File: config.mk
export PLATFORM = sky130hd
export DESIGN_NAME = status_freshness_watchdog_table_unit
export DESIGN_NICKNAME = d
export VERILOG_FILES = /design/src/sfwt_pkg.sv /design/src/sfwt_age_unit.sv /design/src/status_freshness_watchdog_table_unit.sv
export VERILOG_INCLUDE_DIRS = /design/src /design/src/src
export SDC_FILE = /design/constraint.sdc
export NUM_CORES = 2
export LEC_CHECK = 0
export BUFFER_PORTS_ARGS = -buffer_cell sky130_fd_sc_hd__buf_2
export CAP_MARGIN = 30
export CORE_MARGIN = 1
export CORE_UTILIZATION = 25
export CTS_BUF_LIST = sky130_fd_sc_hd__clkbuf_8
export CTS_CLUSTER_DIAMETER = 30
export DETAILED_ROUTE_END_ITERATION = 10
export GPL_TIMING_DRIVEN = 0
export PLACE_DENSITY = 0.43
export SYNTH_ARGS = -nofsm -noshare
export SYNTH_HDL_FRONTEND = slang
export SYNTH_SLANG_ARGS = --single-unit
File: constraint.sdc
create_clock -name i_clk -period 16.9 [get_ports i_clk]
set_input_delay 2.535 -clock i_clk [delete_from_list [all_inputs] [get_ports i_clk]]
set_output_delay 2.535 -clock i_clk [all_outputs]
set_load 0.02 [all_outputs]
File: src/status_freshness_watchdog_table_unit_defines.svh
// ---------------------------------------------------------------------------
// Assertion macros for the status freshness watchdog table
// Shared helpers that wrap concurrent assertions on the local clock and reset.
// ---------------------------------------------------------------------------
`ifndef STATUS_FRESHNESS_WATCHDOG_TABLE_UNIT_DEFINES_SVH
`define STATUS_FRESHNESS_WATCHDOG_TABLE_UNIT_DEFINES_SVH

// Consequent must hold in the same cycle as the antecedent.
`define SFWT_ASSERT_SAME(label, clk, rst_n, ante, cons) \
    label: assert property (@(posedge clk) disable iff (!rst_n) (ante) |-> (cons)) \
        else $error("sfwt: same-cycle check failed");

// Consequent must hold in the cycle after the antecedent.
`define SFWT_ASSERT_NEXT(label, clk, rst_n, ante, cons) \
    label: assert property (@(posedge clk) disable iff (!rst_n) (ante) |=> (cons)) \
        else $error("sfwt: next-cycle check failed");

`endif

File: src/sfwt_pkg.sv
// ---------------------------------------------------------------------------
// sfwt_pkg
// Fixed field widths, codes and the result type of the freshness table.
// ---------------------------------------------------------------------------
package sfwt_pkg;

    // Field widths fixed by the interface.
    localparam int NOW_W      = 32;
    localparam int MODE_W     = 4;
    localparam int FLAG_W     = 2;
    localparam int TIMEOUT_W  = 32;
    localparam int MASK_W     = 16;
    localparam int CFG_IDX_W  = 2;
    localparam int S_TDATA_W  = 40;
    localparam int M_TDATA_W  = 8;

    // Four status flags per mode, and the mode numbers the mask can reach.
    localparam int FLAGS_PER_MODE = 4;
    localparam int MODE_LIMIT     = 16;

    // Reset value of the timeout register.
    localparam logic [TIMEOUT_W-1:0] TIMEOUT_RESET = 32'd1000;

    // Item kinds carried on tuser.
    localparam logic ACT_REPORT = 1'b0;
    localparam logic ACT_AGE    = 1'b1;

    // Configuration register indexes.
    localparam logic [CFG_IDX_W-1:0] REG_TIMEOUT      = 2'd0;
    localparam logic [CFG_IDX_W-1:0] REG_MODE_PRESENT = 2'd1;

    // One result, available in the lowest bit.
    typedef struct packed {
        logic all_ready;
        logic mode_known;
        logic continuable;
        logic stable;
        logic active;
        logic available;
    } t_result;

endpackage

File: src/sfwt_age_unit.sv
// ---------------------------------------------------------------------------
// sfwt_age_unit
// Time stamp memory with one write and one registered read port, followed
// by the elapsed-time compare that decides whether an entry has expired.
// ---------------------------------------------------------------------------
module sfwt_age_unit #(
    parameter int ENTRIES     = 64,
    parameter int STAMP_WIDTH = 32,
    localparam int IDX_W      = $clog2(ENTRIES)
) (
    input  logic                            i_clk,
    input  logic                            i_rst_n,
    input  logic                            i_wr_en,
    input  logic [IDX_W-1:0]                i_wr_idx,
    input  logic [STAMP_WIDTH-1:0]          i_wr_stamp,
    input  logic                            i_rd_en,
    input  logic [IDX_W-1:0]                i_rd_idx,
    input  logic [STAMP_WIDTH-1:0]          i_now,
    input  logic [sfwt_pkg::TIMEOUT_W-1:0]  i_timeout,
    output logic                            o_chk_vld,
    output logic [IDX_W-1:0]                o_chk_idx,
    output logic                            o_chk_old
);

    localparam int CMP_W = (STAMP_WIDTH > sfwt_pkg::TIMEOUT_W) ?
                           STAMP_WIDTH : sfwt_pkg::TIMEOUT_W;

    logic [STAMP_WIDTH-1:0] r_stamp_mem [ENTRIES];
    logic [STAMP_WIDTH-1:0] r_rd_data;
    logic [IDX_W-1:0]       r_chk_idx;
    logic                   r_chk_vld;
    logic [STAMP_WIDTH-1:0] w_elapsed;

    // Stamp memory: one write and one read per cycle, read data registered.
    always_ff @(posedge i_clk) begin
        if (i_wr_en) begin
            r_stamp_mem[i_wr_idx] <= i_wr_stamp;
        end
        if (i_rd_en) begin
            r_rd_data <= r_stamp_mem[i_rd_idx];
        end
        r_chk_idx <= i_rd_idx;
    end

    // The read data is valid in the cycle after the request.
    always_ff @(posedge i_clk) begin
        if (!i_rst_n) begin
            r_chk_vld <= 1'b0;
        end else begin
            r_chk_vld <= i_rd_en;
        end
    end

    // Elapsed time wraps at the stamp width; expiry is a strict compare.
    assign w_elapsed = i_now - r_rd_data;
    assign o_chk_old = CMP_W'(w_elapsed) > CMP_W'(i_timeout);
    assign o_chk_vld = r_chk_vld;
    assign o_chk_idx = r_chk_idx;

endmodule

File: src/status_freshness_watchdog_table_unit.sv
// ---------------------------------------------------------------------------
// status_freshness_watchdog_table_unit
// Per-mode table of four status flags with freshness tracking and aging.
//
//   Channel   Direction  Handshake                    Carries
//   s_axis    in         s_axis_tvalid/s_axis_tready  one report or age check
//   m_axis    out        m_axis_tvalid/m_axis_tready  one status result
//   cfg       in         i_cfg_valid/o_cfg_ready      register index and data
//
// A report is accepted in the idle state, and its result is loaded from done.
// An age check passes through the scan, drain and done states: the stamp memory
// has a single read port, so the scan visits one entry per cycle.
// Reset clears all fresh and value bits at once; no clearing pass is needed.
// A stalled output holds the result; the next item is still accepted and
// waits in the done state until the output register frees.
// ---------------------------------------------------------------------------
`include "status_freshness_watchdog_table_unit_defines.svh"

module status_freshness_watchdog_table_unit #(
    parameter int NUM_MODES   = 16,
    parameter int STAMP_WIDTH = 32
) (
    input  logic                              i_clk,
    input  logic                              i_rst_n,
    // Input items.
    input  logic                              s_axis_tvalid,
    output logic                              s_axis_tready,
    // now [31:0], mode_id [35:32], flag_sel [37:36], flag_value [38]
    input  logic [sfwt_pkg::S_TDATA_W-1:0]    s_axis_tdata,
    // action [0]
    input  logic                              s_axis_tuser,
    // Results.
    output logic                              m_axis_tvalid,
    input  logic                              m_axis_tready,
    // available [0], active [1], stable [2], continuable [3],
    // mode_known [4], all_ready [5]
    output logic [sfwt_pkg::M_TDATA_W-1:0]    m_axis_tdata,
    // Configuration writes.
    input  logic                              i_cfg_valid,
    output logic                              o_cfg_ready,
    input  logic [sfwt_pkg::CFG_IDX_W-1:0]    i_cfg_addr,
    input  logic [sfwt_pkg::TIMEOUT_W-1:0]    i_cfg_wdata
);

    localparam int NUM_LIVE = (NUM_MODES < sfwt_pkg::MODE_LIMIT) ?
                              NUM_MODES : sfwt_pkg::MODE_LIMIT;
    localparam int ENTRIES  = NUM_LIVE * sfwt_pkg::FLAGS_PER_MODE;
    localparam int IDX_W    = $clog2(ENTRIES);
    localparam logic [IDX_W-1:0] LAST_IDX = IDX_W'(ENTRIES - 1);
    localparam logic [sfwt_pkg::MODE_W:0] LIVE_LIMIT = (sfwt_pkg::MODE_W + 1)'(NUM_LIVE);

    // Sequencer states.
    localparam logic [1:0] S_IDLE  = 2'd0;
    localparam logic [1:0] S_SCAN  = 2'd1;
    localparam logic [1:0] S_DRAIN = 2'd2;
    localparam logic [1:0] S_DONE  = 2'd3;

    logic [1:0]                        r_state, n_state;
    logic [IDX_W-1:0]                  r_scan_idx, n_scan_idx;
    logic [sfwt_pkg::TIMEOUT_W-1:0]    r_timeout;
    logic [sfwt_pkg::MASK_W-1:0]       r_mode_present;
    logic [sfwt_pkg::MODE_W-1:0]       r_mode_id;
    logic [STAMP_WIDTH-1:0]            r_now;
    logic [ENTRIES-1:0]                r_fresh;
    logic [ENTRIES-1:0]                r_value;
    logic                              r_out_valid;
    sfwt_pkg::t_result                 r_out;
    sfwt_pkg::t_result                 w_result;

    logic                              w_in_accept;
    logic                              w_out_load;
    logic [sfwt_pkg::MODE_W-1:0]       w_in_mode;
    logic [sfwt_pkg::FLAG_W-1:0]       w_in_flag;
    logic                              w_in_value;
    logic [STAMP_WIDTH-1:0]            w_in_stamp;
    logic                              w_in_known;
    logic                              w_report;
    logic [IDX_W-1:0]                  w_rep_idx;
    logic [ENTRIES-1:0]                w_entry_live;
    logic                              w_chk_vld;
    logic [IDX_W-1:0]                  w_chk_idx;
    logic                              w_chk_old;
    logic                              w_expire;
    logic                              w_res_known;
    logic [IDX_W-1:0]                  w_res_base;

    // Input field unpacking.
    assign w_in_mode  = s_axis_tdata[35:32];
    assign w_in_flag  = s_axis_tdata[37:36];
    assign w_in_value = s_axis_tdata[38];
    assign w_in_stamp = STAMP_WIDTH'(s_axis_tdata[31:0]);

    assign s_axis_tready = (r_state == S_IDLE);
    assign w_in_accept   = s_axis_tvalid && s_axis_tready;
    assign o_cfg_ready   = 1'b1;

    // A mode counts only when it lies inside the table and its mask bit is set.
    assign w_in_known  = ({1'b0, w_in_mode} < LIVE_LIMIT) && r_mode_present[w_in_mode];
    assign w_res_known = ({1'b0, r_mode_id} < LIVE_LIMIT) && r_mode_present[r_mode_id];
    assign w_report    = w_in_accept && (s_axis_tuser == sfwt_pkg::ACT_REPORT) && w_in_known;
    assign w_rep_idx   = IDX_W'({w_in_mode, w_in_flag});

    // Registration of each entry follows its mode's mask bit.
    for (genvar g = 0; g < ENTRIES; g++) begin : g_live
        assign w_entry_live[g] = r_mode_present[g / sfwt_pkg::FLAGS_PER_MODE];
    end

    // Stamp memory and age compare.
    sfwt_age_unit #(
        .ENTRIES     (ENTRIES),
        .STAMP_WIDTH (STAMP_WIDTH)
    ) u_age (
        .i_clk      (i_clk),
        .i_rst_n    (i_rst_n),
        .i_wr_en    (w_report),
        .i_wr_idx   (w_rep_idx),
        .i_wr_stamp (w_in_stamp),
        .i_rd_en    (r_state == S_SCAN),
        .i_rd_idx   (r_scan_idx),
        .i_now      (r_now),
        .i_timeout  (r_timeout),
        .o_chk_vld  (w_chk_vld),
        .o_chk_idx  (w_chk_idx),
        .o_chk_old  (w_chk_old)
    );

    assign w_expire = w_chk_vld && w_chk_old && w_entry_live[w_chk_idx] && r_fresh[w_chk_idx];

    // Configuration registers.
    always_ff @(posedge i_clk) begin
        if (!i_rst_n) begin
            r_timeout      <= sfwt_pkg::TIMEOUT_RESET;
            r_mode_present <= '0;
        end else if (i_cfg_valid) begin
            unique case (i_cfg_addr)
                sfwt_pkg::REG_TIMEOUT:      r_timeout      <= i_cfg_wdata;
                sfwt_pkg::REG_MODE_PRESENT: r_mode_present <= i_cfg_wdata[sfwt_pkg::MASK_W-1:0];
                default: ;
            endcase
        end
    end

    // Fresh bits set and value bits loaded by a report, both cleared when the scan expires them.
    always_ff @(posedge i_clk) begin
        if (!i_rst_n) begin
            r_fresh <= '0;
            r_value <= '0;
        end else begin
            if (w_report) begin
                r_fresh[w_rep_idx] <= 1'b1;
                r_value[w_rep_idx] <= w_in_value;
            end
            if (w_expire) begin
                r_fresh[w_chk_idx] <= 1'b0;
                r_value[w_chk_idx] <= 1'b0;
            end
        end
    end

    // Item fields kept for the scan and the result.
    always_ff @(posedge i_clk) begin
        if (w_in_accept) begin
            r_mode_id <= w_in_mode;
            r_now     <= w_in_stamp;
        end
    end

    // Sequencer next state.
    always_comb begin
        n_state    = r_state;
        n_scan_idx = r_scan_idx;
        unique case (r_state)
            S_IDLE: begin
                n_scan_idx = '0;
                if (w_in_accept) begin
                    n_state = (s_axis_tuser == sfwt_pkg::ACT_AGE) ? S_SCAN : S_DONE;
                end
            end
            S_SCAN: begin
                n_scan_idx = r_scan_idx + 1'b1;
                if (r_scan_idx == LAST_IDX) begin
                    n_state = S_DRAIN;
                end
            end
            S_DRAIN: n_state = S_DONE;
            S_DONE: begin
                if (w_out_load) begin
                    n_state = S_IDLE;
                end
            end
            default: n_state = S_IDLE;
        endcase
    end

    always_ff @(posedge i_clk) begin
        if (!i_rst_n) begin
            r_state    <= S_IDLE;
            r_scan_idx <= '0;
        end else begin
            r_state    <= n_state;
            r_scan_idx <= n_scan_idx;
        end
    end

    // Result of the addressed mode; stale flags read false.
    assign w_res_base            = IDX_W'({r_mode_id, 2'b00});
    assign w_result.available    = w_res_known && r_fresh[w_res_base]
                                   && r_value[w_res_base];
    assign w_result.active       = w_res_known && r_fresh[w_res_base + 1'b1]
                                   && r_value[w_res_base + 1'b1];
    assign w_result.stable       = w_res_known && r_fresh[w_res_base + 2'd2]
                                   && r_value[w_res_base + 2'd2];
    assign w_result.continuable  = w_res_known && r_fresh[w_res_base + 2'd3]
                                   && r_value[w_res_base + 2'd3];
    assign w_result.mode_known   = w_res_known;
    assign w_result.all_ready    = &(r_fresh | ~w_entry_live);

    // Output register, loaded in the done state when it is empty or its transfer completes.
    assign w_out_load = (r_state == S_DONE) && (!r_out_valid || m_axis_tready);

    always_ff @(posedge i_clk) begin
        if (!i_rst_n) begin
            r_out_valid <= 1'b0;
        end else if (w_out_load) begin
            r_out_valid <= 1'b1;
        end else if (m_axis_tready) begin
            r_out_valid <= 1'b0;
        end
    end

    always_ff @(posedge i_clk) begin
        if (w_out_load) begin
            r_out <= w_result;
        end
    end

    assign m_axis_tvalid = r_out_valid;
    assign m_axis_tdata  = sfwt_pkg::M_TDATA_W'(r_out);

    // Checks on the sequencer and the flag table.
    `SFWT_ASSERT_NEXT(a_report_sets_fresh, i_clk, i_rst_n, w_report, r_fresh[$past(w_rep_idx)])
    `SFWT_ASSERT_SAME(a_chk_in_scan, i_clk, i_rst_n, w_chk_vld, (r_state == S_SCAN) || (r_state == S_DRAIN))
    `SFWT_ASSERT_NEXT(a_load_valid, i_clk, i_rst_n, w_out_load, r_out_valid && (r_state == S_IDLE))

endmodule

==> results by group <==
Run status
  • Outcome: complete, no violations

Logic synthesis
  • Synth warnings: 0
  • Distinct cells, synth: 75
  • Compound-Gate Fraction of Synth Area: between 3 and 4%
  • Adder-cell share of the synthesized area: less than 1%
  • Synthesized area per cell: roughly 20 um2
  • Post-Syn Area: ~92000 um2
  • Simple-gate portion of the synthesized area: approximately 2.6%
  • Sequential-to-total area share from yosys stat: between 70 and 80%
  • Number of synthesized flops with an enable pin: around 2.1k
  • XOR/XNOR Fraction of Synth Area: less than 1%
  • Top_reg_cell synth: edfxtp_1
  • Synth top area cells: edfxtp_1 (69%), mux4_2 (17%), dfxtp_1 (4.2%)
  • Syn Inst Count: about 4.5k
  • Async SR Flop Fraction: 0%
  • Post-synthesis mux area share: ~18%
  • Share of the synthesized area in the top cell type: 69.4%
  • Synth area leader: edfxtp_1
  • FF+latch count, synth: 2314
  • Largest family of logic cells by synthesized area: multiplexers

Place
  • Final HPWL DP: approximately 220000 um
  • Setup WS pre-CTS: 10480 ps
  • Port Buffer Count: 84
  • RD Place Congestion: approximately 0.9

Worst hold path
  • Hold Path Class: flip-flop to flip-flop
  • Min-Delay Startpoint: r_scan_idx[3]$_SDFFE_PN0P_
  • Hold Path Cell Cnt: 0
  • Hold path endpoint: u_age.o_chk_idx[3]$_DFF_P_

Timing
  • Unrepaired setup endpoints after global routing: no
  • Worst rel slew slack: 31.6%
  • Clock skew: roughly 68 ps
  • Slew Limit Fails: 0
  • Setup TNS: 0 ps
  • Tmin final: approximately 6600 ps
  • Setup ws final: around 10000 ps
  • Final hold violations: 0
  • Part of the cycle the worst path needs: between 30% and 40%
  • Max Freq: 153 MHz
  • Setup-failing EPs final: 0
  • Actual slew at the worst max-slew pin: 1030 ps

Critical path
  • Capturing point of the worst reg2reg path: r_value[54]$_SDFF_PN0_
  • CP Capture Type: flip-flop
  • CP arrival: 7550 ps
  • Crit path kind: flip-flop to flip-flop
  • Worst reg2reg path depth: 22
  • Crit start category: flip-flop
  • Worst reg2reg setup slack: between 10000 and 15000 ps
  • CP Max Fanout: 10
  • Critical Path RT: 17890 ps
  • Reg2Reg Launch Point: r_now[0]$_DFFE_PP_

Clocking
  • Clk buf depth: 4
  • CTS tree: yes
  • CTS sink cnt: ~2.3k
  • Hold buffers post-CTS: 0
  • Clock H-tree levels: 6
  • Worst-path clk slew: around 60 ps
  • Worst-Skew Late Latency: 1120 ps
  • Setup Buffers After CTS: 0
  • Post-cts resize count: 0
  • Root buf cell: clkbuf_8
  • Inserted Clock Buffers: between 500 and 600

Detailed routing
  • Routed vias/inst: 4.78
  • Vias: a little over 50k
  • Final ANT Viol Nets: 0
  • DR DRC count: 0
  • Number of DRC markers in iteration 0: ~5.8k
  • WL/cell: slightly below 30 um
  • TritonRoute pass-1 iters: 5
  • Detailed-route wire length: about 320000 um

Global routing
  • First-pass GRT wire length: ~430000 um
  • Remaining global-route overflow: 0
  • Largest net degree at the start of global routing: 66
  • Vias in the first global route: 52.6k
  • Tot GR Track Use: about 17%
  • Initial antenna violation count: 40

Floorplan
  • Initial core utilization: about 25%
  • Die width: around 610 um
  • I/O pin count: 91
  • Row count: 222
  • Core area: between 300000 and 400000 um2
  • Chip height: around 610 um
  • Die area: 369000 um2

Pwr
  • Clk pwr share: around 44%
  • Pwr Density: roughly 140 nW/um2
  • Internal power: 11400 uW
  • Comb pwr share: between 10% and 20%
  • Sw frac: a little over a quarter
  • Total power: between 15000 and 20000 uW
  • Seq pwr share: about two fifths
  • NetSw: 4300 uW
  • Leak: 0.0357 uW
  • VDD IR max: between 0.07 and 0.08 mV

Finish
  • Layout cells sized above 1: 35.0%
  • Commonest cells after routing, fill and taps aside: edfxtp_1 (2122), mux4_2 (681), clkbuf_8 (577)
  • Filler Cell Count: about 35k
  • Nets@finish: roughly 5.5k
  • Layout area overhead: 24.8%
  • Most common cell after layout, fill and taps aside: edfxtp_1

Flow run
  • Maxcap violations: 0
## through the flow
step | cell area, um2 | hold slack (ps) | cells | util (%)
after detailed placement | 103000 | 341 | 9631 | 28.1
final | 115000 | 346 | 10656 | 31.3
after CTS | 114000 | 346 | 10635 | 31.3
after global placement | 98200 | 353 | 9391 | 26.9
after floorplan | 91800 | 329 | 4491 | -
after global routing | 114000 | 348 | 10645 | 31.3
## power by group through the flow
| stage | clock network [uW] | logic (uW) | registers [uW] |
|---|---|---|---|
| after floorplan | 0 | 1480 | 6460 |
| after global placement | 0 | 2370 | 6470 |
| after detailed placement | 0 | 2430 | 6470 |
| after CTS | 7120 | 2440 | 6350 |
| after global routing | 7400 | 2570 | 6350 |
| final | 6970 | 2400 | 6350 |
## kinds of logic after synthesis
kind of cell	after synthesis
adder cells (fa/ha/maj)	69
AND/OR/NAND/NOR	494
AO/OA/AOI/OAI	463
other	2
buffers and inverters	330
flip-flops	2314
XOR/XNOR	25
multiplexers	793
## cell usage after synthesis (3+ instances only)
master	count
a211oi_1	62
a211oi_2	10
a21o_1	17
a21oi_1	154
a22o_1	4
a22oi_1	8
and2_1	3
and3_1	6
buf_1	32
buf_2	68
buf_4	15
clkbuf_1	135
dfxtp_1	192
edfxtp_1	2122
ha_1	68
inv_1	77
mux2_2	24
mux2i_1	88
mux4_2	681
nand2_1	170
nand2b_1	8
nand3_1	48
nand3b_1	7
nand4_1	31
nor2_1	85
nor2b_1	13
nor3_1	76
nor4_1	10
o211ai_1	11
o21a_1	13
o21ai_0	139
o21bai_1	4
o221ai_1	8
o22ai_1	12
or2_2	8
or3_1	5
xnor2_1	19
xor2_1	6
## routing by layer
metal | share of wire (%) | track usage, % | up-vias | routed length [um]
li1 | - | - | 20755 | -
met4 | 2.4 | 4.27 | 16 | 7690
met3 | 7.0 | 3.55 | 459 | 22100
met1 | 45 | 23.6 | 27594 | 141000
met5 | 0.047 | 0 | - | 147
met2 | 46 | 26.3 | 2113 | 145000
## registers in the layout (all words and copies together) (netlist names)
signal and count:
r_timeout 32, r_value 64, r_mode_id 4, r_state 2
r_scan_idx 6, u_age.o_chk_vld 1, r_mode_present 16, r_fresh 64
u_age.r_stamp_mem 2048, u_age.r_rd_data 32, u_age.o_chk_idx 6, m_axis_tdata 6
m_axis_tvalid 1, r_now 32
## worst max-delay path by stage
stage | startpoint | end | slack (ps)
after floorplan | s_axis_tvalid | r_value[53]$_SDFF_PN0_ | 9050
after global placement | s_axis_tvalid | r_value[13]$_SDFF_PN0_ | 80
after detailed placement | r_now[0]$_DFFE_PP_ | r_value[54]$_SDFF_PN0_ | 10480
after CTS | r_now[0]$_DFFE_PP_ | r_value[38]$_SDFF_PN0_ | 10460
after global routing | r_now[0]$_DFFE_PP_ | r_value[46]$_SDFF_PN0_ | 10080
final | r_now[0]$_DFFE_PP_ | r_value[54]$_SDFF_PN0_ | 10350
## area by class of cell
class	count	area [um2]	share of cell area, %
sequential	2314	67600	59.0
multi-input combinational	1847	23200	20.3
clock buffer	577	7940	6.94
tap	4816	6030	5.26
timing repair buffer	327	4420	3.86
clock inverter	427	3870	3.38
buffer	251	1100	0.958
inverter	79	297	0.259
antenna	18	45.0	0.0393
## critical path, stage by stage (launching register included)
cell and delay, ps:
edfxtp_1 410, inv_1 100, ha_1 170, inv_1 60
fa_1 430, a211oi_1 280, o21ai_1 160, or4b_1 270
a211oi_2 100, o21a_1 230, o41ai_1 810, nor4_1 90
or3_1 420, ha_1 190, a21o_1 170, a21o_1 180
a21oi_1 130, o21ai_0 260, a211oi_2 630, buf_4 300
clkbuf_1 640, nor3_1 160, a211oi_1 270
Note: power is estimated with default switching activity, not from simulation.
